--- src/rtl/core/mhbi_pkg.sv ---
// ----------------------------------------------------------------------------
// mhbi_pkg
// Shared types and codes for the binary max-heap block: beat payloads,
// operation and status codes, compare unit result.
// ----------------------------------------------------------------------------
`default_nettype none

package mhbi_pkg;

   localparam int VAL_W        = 32;
   localparam int SLOT_W       = 5;
   localparam int STREAM_LIMIT = 32;

   // operation codes
   localparam logic [1:0] OP_APPEND = 2'd0;
   localparam logic [1:0] OP_BUILD  = 2'd1;
   localparam logic [1:0] OP_INSERT = 2'd2;

   // status codes
   localparam logic [1:0] STAT_OK    = 2'd0;
   localparam logic [1:0] STAT_FULL  = 2'd1;
   localparam logic [1:0] STAT_EMPTY = 2'd2;

   typedef struct packed {
      logic [1:0]              operation;
      logic signed [VAL_W-1:0] value;
   } req_type;

   typedef struct packed {
      logic [SLOT_W-1:0]       slot;
      logic signed [VAL_W-1:0] entry_value;
      logic                    last;
      logic [1:0]              status;
   } rsp_type;

   typedef struct packed {
      logic                    gt;
      logic signed [VAL_W-1:0] larger;
   } cmp_res_type;

endpackage

`default_nettype wire

--- src/rtl/core/mhbi_ram.sv ---
// ----------------------------------------------------------------------------
// mhbi_ram
// Generic simple dual-port RAM: one write port, one read port with
// registered read data that holds while rd_en is low.
// ----------------------------------------------------------------------------
`default_nettype none

module mhbi_ram #(
   parameter int WIDTH = 32,
   parameter int DEPTH = 32,
   localparam int ADDR_W = $clog2(DEPTH)
) (
   input  wire logic              clock,
   input  wire logic              wr_en,
   input  wire logic [ADDR_W-1:0] wr_addr,
   input  wire logic [WIDTH-1:0]  wr_data,
   input  wire logic              rd_en,
   input  wire logic [ADDR_W-1:0] rd_addr,
   output      logic [WIDTH-1:0]  rd_data
);

   logic [WIDTH-1:0] mem_ff [DEPTH];
   logic [WIDTH-1:0] rd_data_ff;

   always_ff @(posedge clock) begin
      if (wr_en) begin
         mem_ff[wr_addr] <= wr_data;
      end
      if (rd_en) begin
         rd_data_ff <= mem_ff[rd_addr];
      end
   end

   assign rd_data = rd_data_ff;

endmodule

`default_nettype wire

--- src/rtl/core/mhbi_cmp.sv ---
// ----------------------------------------------------------------------------
// mhbi_cmp
// Shared signed compare unit: a > b and the larger operand (b on a tie).
// ----------------------------------------------------------------------------
`default_nettype none

module mhbi_cmp (
   input  wire logic signed [mhbi_pkg::VAL_W-1:0] cmp_a,
   input  wire logic signed [mhbi_pkg::VAL_W-1:0] cmp_b,
   output      mhbi_pkg::cmp_res_type             cmp_res
);

   logic a_gt_b;

   assign a_gt_b         = cmp_a > cmp_b;
   assign cmp_res.gt     = a_gt_b;
   assign cmp_res.larger = a_gt_b ? cmp_a : cmp_b;

endmodule

`default_nettype wire

--- src/rtl/core/max_heap_build_insert.sv ---
// ----------------------------------------------------------------------------
// max_heap_build_insert
// Array-stored binary max-heap of signed 32-bit values with append, build
// (heapify) and insert (sift-up), streaming the store after build/insert.
// ----------------------------------------------------------------------------
// Usage: one request beat per operation; req_stall is high while an operation
// runs. Append and rejected/empty requests answer with a single beat held in
// the single-beat register until the output register is free. Insert compares
// one parent per level climbed. Build sifts down each non-leaf, comparing the
// left and then any right child per level, with an extra write at a leaf. Both
// then stream min(count, 32) beats at one beat per cycle unless stalled, after
// a start state that reads slot 0. The pacing is set by the single read port of
// the store RAM, which every compare waits on. The store has no reset; only
// entries below the count are read. The last beat may still sit in the output
// register while the next request is taken.
// ----------------------------------------------------------------------------
`default_nettype none

module max_heap_build_insert #(
   parameter int MAX_ENTRIES = 32
) (
   input  wire logic              clock,
   input  wire logic              reset,
   input  wire logic              req_valid,
   output      logic              req_stall,
   input  wire mhbi_pkg::req_type req_data,
   output      logic              rsp_valid,
   input  wire logic              rsp_stall,
   output      mhbi_pkg::rsp_type rsp_data
);

   localparam int IDX_W = $clog2(MAX_ENTRIES);
   localparam int CNT_W = $clog2(MAX_ENTRIES + 1);
   localparam int CHD_W = IDX_W + 2;     // holds 2*node+2
   localparam int STREAM_MAX = (MAX_ENTRIES < mhbi_pkg::STREAM_LIMIT) ?
                               MAX_ENTRIES : mhbi_pkg::STREAM_LIMIT;
   localparam logic [CNT_W-1:0] FULL_COUNT = CNT_W'(MAX_ENTRIES);
   localparam logic [CNT_W-1:0] STREAM_CNT = CNT_W'(STREAM_MAX);

   // sequencer states
   localparam logic [3:0] S_IDLE     = 4'd0;
   localparam logic [3:0] S_EMIT     = 4'd1;  // single beat waits for output reg
   localparam logic [3:0] S_UP_TEST  = 4'd2;  // insert: at root or read parent
   localparam logic [3:0] S_UP_CMP   = 4'd3;  // insert: compare parent, move
   localparam logic [3:0] S_SD_NEXT  = 4'd4;  // build: next non-leaf
   localparam logic [3:0] S_SD_NODE  = 4'd5;  // build: latch node value
   localparam logic [3:0] S_SD_CHILD = 4'd6;  // build: read left child
   localparam logic [3:0] S_SD_LEFT  = 4'd7;  // build: compare left
   localparam logic [3:0] S_SD_RIGHT = 4'd8;  // build: compare right
   localparam logic [3:0] S_ST_START = 4'd9;  // stream: read slot 0
   localparam logic [3:0] S_STREAM   = 4'd10; // stream: one beat per cycle unless stalled

   logic [3:0]                        state_ff, state_in;
   logic [CNT_W-1:0]                  count_ff, count_in;
   logic signed [mhbi_pkg::VAL_W-1:0] val_ff, val_in;     // value being moved
   logic [IDX_W-1:0]                  node_ff, node_in;
   logic [IDX_W-1:0]                  best_idx_ff, best_idx_in;
   logic                              best_node_ff, best_node_in;
   logic signed [mhbi_pkg::VAL_W-1:0] best_val_ff, best_val_in;
   logic [IDX_W-1:0]                  i_ff, i_in;
   logic [IDX_W-1:0]                  child_ff, child_in;
   logic [IDX_W-1:0]                  par_ff, par_in;
   logic [IDX_W-1:0]                  ld_idx_ff, ld_idx_in;
   mhbi_pkg::rsp_type                 single_ff, single_in;
   logic                              rsp_valid_ff, rsp_valid_in;
   mhbi_pkg::rsp_type                 rsp_data_ff, rsp_data_in;

   logic                              rsp_load;
   mhbi_pkg::rsp_type                 rsp_next;
   logic                              out_free;

   logic                              ram_wr_en;
   logic [IDX_W-1:0]                  ram_wr_addr;
   logic [mhbi_pkg::VAL_W-1:0]        ram_wr_data;
   logic                              ram_rd_en;
   logic [IDX_W-1:0]                  ram_rd_addr;
   logic [mhbi_pkg::VAL_W-1:0]        ram_rd_raw;
   logic signed [mhbi_pkg::VAL_W-1:0] ram_rd_data;

   logic signed [mhbi_pkg::VAL_W-1:0] cmp_a, cmp_b;
   mhbi_pkg::cmp_res_type             cmp_res;

   logic [CHD_W-1:0]                  left_idx, right_idx, count_ext;
   logic                              left_ok, right_ok;
   logic [IDX_W-1:0]                  parent_idx;
   logic [CNT_W-1:0]                  stream_n, ld_next;
   logic                              ld_last;
   logic [IDX_W-1:0]                  dec_idx;
   logic                              dec_node;

   // store RAM, no reset
   mhbi_ram #(
      .WIDTH (mhbi_pkg::VAL_W),
      .DEPTH (MAX_ENTRIES)
   ) u_store (
      .clock   (clock),
      .wr_en   (ram_wr_en),
      .wr_addr (ram_wr_addr),
      .wr_data (ram_wr_data),
      .rd_en   (ram_rd_en),
      .rd_addr (ram_rd_addr),
      .rd_data (ram_rd_raw)
   );

   assign ram_rd_data = ram_rd_raw;

   // one comparator shared by sift-up and sift-down
   mhbi_cmp u_cmp (
      .cmp_a   (cmp_a),
      .cmp_b   (cmp_b),
      .cmp_res (cmp_res)
   );

   always_comb begin
      cmp_a = ram_rd_data;
      cmp_b = val_ff;
      if (state_ff == S_UP_CMP) begin
         // insert stops when parent >= value, i.e. not (value > parent)
         cmp_a = val_ff;
         cmp_b = ram_rd_data;
      end else if (state_ff == S_SD_RIGHT) begin
         // strict > keeps the left child on a tie
         cmp_b = best_val_ff;
      end
   end

   // child / parent index math
   assign left_idx   = {1'b0, node_ff, 1'b1};
   assign right_idx  = left_idx + CHD_W'(1);
   assign count_ext  = CHD_W'(count_ff);
   assign left_ok    = left_idx < count_ext;
   assign right_ok   = right_idx < count_ext;
   assign parent_idx = (child_ff - IDX_W'(1)) >> 1;

   // stream length and last flag
   assign stream_n = (count_ff > STREAM_CNT) ? STREAM_CNT : count_ff;
   assign ld_next  = CNT_W'(ld_idx_ff) + CNT_W'(1);
   assign ld_last  = ld_next == stream_n;

   assign out_free = !rsp_valid_ff || !rsp_stall;

   // sift-down decision after the last child compare of a level
   always_comb begin
      if (state_ff == S_SD_RIGHT) begin
         dec_idx  = cmp_res.gt ? IDX_W'(right_idx) : best_idx_ff;
         dec_node = !cmp_res.gt && best_node_ff;
      end else begin
         dec_idx  = cmp_res.gt ? IDX_W'(left_idx) : node_ff;
         dec_node = !cmp_res.gt;
      end
   end

   always_comb begin
      state_in     = state_ff;
      count_in     = count_ff;
      val_in       = val_ff;
      node_in      = node_ff;
      best_idx_in  = best_idx_ff;
      best_node_in = best_node_ff;
      best_val_in  = best_val_ff;
      i_in         = i_ff;
      child_in     = child_ff;
      par_in       = par_ff;
      ld_idx_in    = ld_idx_ff;
      single_in    = single_ff;
      ram_wr_en    = 1'b0;
      ram_wr_addr  = node_ff;
      ram_wr_data  = val_ff;
      ram_rd_en    = 1'b0;
      ram_rd_addr  = node_ff;
      rsp_load     = 1'b0;
      rsp_next     = single_ff;

      unique case (state_ff)
         S_IDLE: begin
            if (req_valid) begin
               unique case (req_data.operation)
                  mhbi_pkg::OP_APPEND, mhbi_pkg::OP_INSERT: begin
                     if (count_ff >= FULL_COUNT) begin
                        single_in.slot        = '0;
                        single_in.entry_value = '0;
                        single_in.last        = 1'b1;
                        single_in.status      = mhbi_pkg::STAT_FULL;
                        state_in              = S_EMIT;
                     end else if (req_data.operation == mhbi_pkg::OP_APPEND) begin
                        count_in              = count_ff + CNT_W'(1);
                        ram_wr_en             = 1'b1;
                        ram_wr_addr           = IDX_W'(count_ff);
                        ram_wr_data           = req_data.value;
                        single_in.slot        = mhbi_pkg::SLOT_W'(count_ff);
                        single_in.entry_value = req_data.value;
                        single_in.last        = 1'b1;
                        single_in.status      = mhbi_pkg::STAT_OK;
                        state_in              = S_EMIT;
                     end else begin
                        count_in = count_ff + CNT_W'(1);
                        val_in   = req_data.value;
                        child_in = IDX_W'(count_ff);
                        state_in = S_UP_TEST;
                     end
                  end
                  mhbi_pkg::OP_BUILD: begin
                     if (count_ff == '0) begin
                        single_in.slot        = '0;
                        single_in.entry_value = '0;
                        single_in.last        = 1'b1;
                        single_in.status      = mhbi_pkg::STAT_EMPTY;
                        state_in              = S_EMIT;
                     end else begin
                        i_in     = IDX_W'(count_ff >> 1);
                        state_in = S_SD_NEXT;
                     end
                  end
                  default: begin
                     // unused code: dropped, no beat
                  end
               endcase
            end
         end
         S_EMIT: begin
            if (out_free) begin
               rsp_load = 1'b1;
               rsp_next = single_ff;
               state_in = S_IDLE;
            end
         end
         S_UP_TEST: begin
            if (child_ff == '0) begin
               ram_wr_en   = 1'b1;
               ram_wr_addr = '0;
               ram_wr_data = val_ff;
               state_in    = S_ST_START;
            end else begin
               ram_rd_en   = 1'b1;
               ram_rd_addr = parent_idx;
               par_in      = parent_idx;
               state_in    = S_UP_CMP;
            end
         end
         S_UP_CMP: begin
            ram_wr_en   = 1'b1;
            ram_wr_addr = child_ff;
            if (!cmp_res.gt) begin
               ram_wr_data = val_ff;
               state_in    = S_ST_START;
            end else begin
               // parent moves down, hole moves up
               ram_wr_data = ram_rd_data;
               child_in    = par_ff;
               state_in    = S_UP_TEST;
            end
         end
         S_SD_NEXT: begin
            if (i_ff == '0) begin
               state_in = S_ST_START;
            end else begin
               node_in     = i_ff - IDX_W'(1);
               i_in        = i_ff - IDX_W'(1);
               ram_rd_en   = 1'b1;
               ram_rd_addr = i_ff - IDX_W'(1);
               state_in    = S_SD_NODE;
            end
         end
         S_SD_NODE: begin
            val_in   = ram_rd_data;
            state_in = S_SD_CHILD;
         end
         S_SD_CHILD: begin
            if (!left_ok) begin
               // leaf reached: drop the moving value here
               ram_wr_en   = 1'b1;
               ram_wr_data = val_ff;
               state_in    = S_SD_NEXT;
            end else begin
               ram_rd_en   = 1'b1;
               ram_rd_addr = IDX_W'(left_idx);
               state_in    = S_SD_LEFT;
            end
         end
         S_SD_LEFT, S_SD_RIGHT: begin
            if (state_ff == S_SD_LEFT && right_ok) begin
               best_idx_in  = dec_idx;
               best_node_in = dec_node;
               best_val_in  = cmp_res.larger;
               ram_rd_en    = 1'b1;
               ram_rd_addr  = IDX_W'(right_idx);
               state_in     = S_SD_RIGHT;
            end else if (dec_node) begin
               ram_wr_en   = 1'b1;
               ram_wr_data = val_ff;
               state_in    = S_SD_NEXT;
            end else begin
               // larger child moves up, keep sifting at its slot
               ram_wr_en   = 1'b1;
               ram_wr_data = cmp_res.larger;
               node_in     = dec_idx;
               state_in    = S_SD_CHILD;
            end
         end
         S_ST_START: begin
            ram_rd_en   = 1'b1;
            ram_rd_addr = '0;
            ld_idx_in   = '0;
            state_in    = S_STREAM;
         end
         S_STREAM: begin
            // read data holds while rd_en is low, so a stall just waits
            if (out_free) begin
               rsp_load             = 1'b1;
               rsp_next.slot        = mhbi_pkg::SLOT_W'(ld_idx_ff);
               rsp_next.entry_value = ram_rd_data;
               rsp_next.last        = ld_last;
               rsp_next.status      = mhbi_pkg::STAT_OK;
               if (ld_last) begin
                  state_in = S_IDLE;
               end else begin
                  ram_rd_en   = 1'b1;
                  ram_rd_addr = IDX_W'(ld_next);
                  ld_idx_in   = IDX_W'(ld_next);
               end
            end
         end
         default: begin
            state_in = S_IDLE;
         end
      endcase
   end

   // output register
   assign rsp_valid_in = rsp_load ? 1'b1 : (rsp_stall ? rsp_valid_ff : 1'b0);
   assign rsp_data_in  = rsp_load ? rsp_next : rsp_data_ff;

   always_ff @(posedge clock) begin
      if (reset) begin
         state_ff     <= S_IDLE;
         count_ff     <= '0;
         rsp_valid_ff <= 1'b0;
      end else begin
         state_ff     <= state_in;
         count_ff     <= count_in;
         rsp_valid_ff <= rsp_valid_in;
      end
   end

   always_ff @(posedge clock) begin
      val_ff       <= val_in;
      node_ff      <= node_in;
      best_idx_ff  <= best_idx_in;
      best_node_ff <= best_node_in;
      best_val_ff  <= best_val_in;
      i_ff         <= i_in;
      child_ff     <= child_in;
      par_ff       <= par_in;
      ld_idx_ff    <= ld_idx_in;
      single_ff    <= single_in;
      rsp_data_ff  <= rsp_data_in;
   end

   assign req_stall = state_ff != S_IDLE;
   assign rsp_valid = rsp_valid_ff;
   assign rsp_data  = rsp_data_ff;

   // writes only land below the (updated) entry count
   a_wr_in_range: assert property (@(posedge clock) disable iff (reset)
      ram_wr_en |-> (CNT_W'(ram_wr_addr) < count_in))
      else $error("store write beyond entry count");

   // the sequencer never reads and writes the store in one cycle
   a_no_rw_overlap: assert property (@(posedge clock) disable iff (reset)
      !(ram_wr_en && ram_rd_en))
      else $error("store read and write in the same cycle");

   // a non-last beat in the output register means the stream is still running
   a_stream_open: assert property (@(posedge clock) disable iff (reset)
      (rsp_valid_ff && !rsp_data_ff.last) |-> (state_ff == S_STREAM))
      else $error("non-last beat outside a stream");

   // entry count moves only right after an accepted request beat
   a_count_on_accept: assert property (@(posedge clock) disable iff (reset)
      (!$past(reset) && (count_ff != $past(count_ff))) |->
         $past(req_valid && !req_stall))
      else $error("entry count changed without a request");

endmodule

`default_nettype wire

--- config.mk ---
export PLATFORM = sky130hd
export DESIGN_NAME = max_heap_build_insert
export DESIGN_NICKNAME = d
export VERILOG_FILES = /design/src/rtl/core/mhbi_pkg.sv /design/src/rtl/core/mhbi_ram.sv /design/src/rtl/core/mhbi_cmp.sv /design/src/rtl/core/max_heap_build_insert.sv
export SDC_FILE = /design/constraint.sdc
export NUM_CORES = 2
export LEC_CHECK = 0
export BUFFER_PORTS_ARGS = -buffer_cell sky130_fd_sc_hd__buf_2
export CAP_MARGIN = 20
export CORE_ASPECT_RATIO = 1.5
export CORE_MARGIN = 2
export CORE_UTILIZATION = 50
export CTS_CLUSTER_DIAMETER = 150
export CTS_CLUSTER_SIZE = 40
export DETAILED_ROUTE_END_ITERATION = 10
export GPL_TIMING_DRIVEN = 0
export PLACE_DENSITY = 0.74
export RECOVER_POWER = 25
export SLEW_MARGIN = 15
export SYNTH_ARGS = -nofsm -noshare
export SYNTH_HDL_FRONTEND = slang
export SYNTH_SLANG_ARGS = --single-unit
--- constraint.sdc ---
create_clock -name clock -period 7.2 [get_ports clock]
set_clock_uncertainty 0.1 [all_clocks]
set_input_delay 0 -clock clock [delete_from_list [all_inputs] [get_ports clock]]
set_output_delay 0 -clock clock [all_outputs]
set_load 0.03 [all_outputs]
==> out/metrics.yaml <==
status: "finished, violations left"
violations: "capacitance limit, slew limit"
drc: 0
relSlewSlack: -0.505
netlist_area_um2: 53600
crit_type: "reg -> reg"
synthSimpleGateAreaFrac: 0.0889
initial_core_util: 0.503
setup_viol: 0
synth-edff-count: 1229
netlist_instances: 3749
synth.top_cell.area_share: 0.688
syn2layout_area_growth_pct: 9.44
arrival_ns: 7.28
cts_buffers: 36
drive_gt1_frac: 0.117
antenna_found_initial: 1
yosys-top-cells-area: "edfxtp_1 69%, mux2i_1 5.1%, nand2_1 3.1%, a211oi_1 3.1%, mux2_2 1.8%"
period_share: 0.982
finalPower_mw: 14.1
synth-seq-cells: 1240
gp_routability_congestion: 1.01
drv_slew: 92
final.setup.tns_ns: 0
drt-pass1-iter-count: 8
clkSlewWorstSetupHoldPaths_ns: 0.17
synth_xor_area_frac: 0.00287
grt_max_degree: 42
synth_area_per_cell_um2: 14.3
clock_latency_ns: 0.67
startpoint_type: "flop"
critPathTopFamily: "compound AO/OA/AOI/OAI gates"
synth_cell_types: 90
p_per_area_nw_per_um2: 240
worstMarginPinSlew_ns: 2.24
placement.cell_area_um2: 57500
cts_tree: "yes"
core-area_um2: 107000
hold_viol_final: 0
ios: 80
layout_min_cycle_time_ns: 7.07
fin_area_um2: 58700
synth_top_area_cell: "edfxtp_1"
peakVddDrop_v: 0.000237
root_buffer: "clkbuf_16"
fillCellCount: 8492
overflow: 0
synthTopCellsByCount: "1229 x edfxtp_1, 447 x nand2_1, 275 x mux2i_1"
num_rows: 147
drt_wl_total_um: 155000
vias: 33800
post_drt_via_cell_ratio: 6.26
endpoint_kind: "flop"
nNetsFinal: 4070
ant_nets: 0
synth_ff_type: "edfxtp_1"
grt_pass1_wl_um: 222000
yosysMostFrequentCell: "edfxtp_1"
worstPathRequired_ns: 7.41
fp.dieH_um: 405
die_area_um2: 110000
crit_slowest_cell: "a221o_4"
htreeDepth: 2
grt_pass1_vias: 34100
synthMuxAreaShare: 0.0694
drv_cap: 5
worst_hold_path_type: "in -> reg"
synthAdderAreaFrac: 0.0112
crit_path_frequent_cell: "a21oi_1"
diodes: 0
synth-seq-area-share: 0.692
final_core_util: 0.550
port_buffers: 78
cts.sinks: 1240
syn-num-nets: 3835
crit_path_max_incr_delay_ns: 0.74
clock_path_buffers: 3
fmax_ghz: 0.141
synth_compound_area_frac: 0.109
drt_iter0_drc: 3117
wl_per_cell_um: 28.7
synth_top_family_by_area: "compound AO/OA/AOI/OAI gates"
place_hpwl_um: 117000
p_leak_nw: 19.7
critPathBufInv: 5
synth_warnings: 0
cp_max_fo: 32
grt_use_total: 0.276
synthArstFlopShare: 0
die_w_um: 271
crit_path_cell_trace: "buf_6 -> buf_2 -> nand2_1 -> nor3_4 -> clkbuf_2 -> buf_2 -> a21oi_1 -> a21oi_1 -> ha_1 -> nand4_1 -> nor2_2 -> o211ai_1 -> a21oi_1 -> o31a_2 -> o21ai_0 -> clkbuf_2 -> nand2_2 -> nand3_1 -> a221o_4"
final timing paths:
path | startpoint | end | slack [ns] | cells after the start
worst max register to register | state_ff[1] | u_store.mem_ff[19][27] | 0.13 | 19
worst max-delay path | state_ff[1] | u_store.mem_ff[19][27] | 0.13 | 19
worst min register to register | par_ff[2] | child_ff[2] | 0.44 | 2
worst min-delay path | req_data[15] | single_ff[18] | 0.10 | 3
sequential cells by signal (all words and copies together) (netlist names):
name,flops
rsp_data,40
best_idx_ff,5
i_ff,5
child_ff,5
best_val_ff,32
rsp_valid,1
ld_idx_ff,5
u_store.mem_ff,1024
count_ff,6
u_store.rd_data,32
node_ff,5
best_node_ff,1
par_ff,4
single_ff,39
state_ff,4
val_ff,32
per-layer routing:
layer | vias up | wire length, um | GRT usage
met2 | 1507 | 84600 | 0.530
met5 | - | 0 | 0
li1 | 15100 | - | -
met3 | 431 | 7730 | 0.0258
met4 | 0 | 11000 | 0.173
met1 | 16800 | 51700 | 0.286
worst reg2reg max path: stages (launching register included):
cell      delay (ns)
dfxtp_1         0.36
buf_6           0.15
buf_2           0.22
nand2_1         0.19
nor3_4          0.40
clkbuf_2        0.46
buf_2           0.44
a21oi_1         0.09
a21oi_1         0.20
ha_1            0.46
nand4_1         0.18
nor2_2          0.32
o211ai_1        0.14
a21oi_1         0.42
o31a_2          0.42
o21ai_0         0.19
clkbuf_2        0.36
nand2_2         0.40
nand3_1         0.43
a221o_4         0.74
kinds of logic (layout without fill, tap and decap cells):
group / count (synthesis) / in the layout
xor gates and xnor gates: 16 / 16
adders and majority gates: 48 / 48
DFF: 1240 / 1240
and+or+nand+nor: 956 / 956
muxes: 361 / 361
AOI/OAI and AO/OA: 827 / 827
buffers and inverters: 301 / 543
timing repair:
| action | CTS | global route |
|---|---|---|
| setup endpoints to repair | 1075 | 770 |
| pin swaps | 3 | 5 |
| resized for setup | 25 | 7 |
| hold buffers | 41 | 0 |
| endpoints found under the hold margin | 115 | 0 |
| setup buffers | 5 | 9 |
where the power goes:
group / switching, mW / leakage [nW] / internal, mW
clock: 1.99 / 0.472 / 0.959
sequential: 0.0656 / 11.2 / 8.46
combinational: 1.84 / 7.94 / 0.791
total: 3.90 / 19.7 / 10.2
area by class of cell:
cell class | instances | area (um2) | area share
flip-flops and latches | 1240 | 37100 | 0.633
multi-input cells | 2208 | 15600 | 0.266
repair buffers | 199 | 1820 | 0.0311
well taps | 1415 | 1770 | 0.0302
plain buffers | 259 | 1250 | 0.0213
clock buffers | 43 | 948 | 0.0162
inverters | 40 | 150 | 0.00256
clock inverters | 2 | 17.5 | 0.000298
per-stage QoR:
stage / instances / setup slack (ns) / hold WS [ns]
2_1_floorplan: 3749 / 0.749 / -0.0220
3_3_place_gp: 5242 / -4.15 / 0.0963
3_5_place_dp: 5305 / -1.91 / 0.107
4_1_cts: 5394 / 0.0673 / 0.0790
5_1_grt: 5406 / -0.00411 / 0.128
6_report: 5406 / 0.128 / 0.104
cells in the final DEF, fill, tap and decap left out, drive strengths merged, types with 53 or more instances in the layout:
cell type  count
a32oi         93
a211oi       219
a21oi        141
nor3          78
clkbuf       228
a22oi         65
mux2i        275
edfxtp      1229
nand2        448
o21ai        102
a31oi         53
buf          231
nor2         117
and3         138
mux2          86
Power figures use the tool's default switching activity.
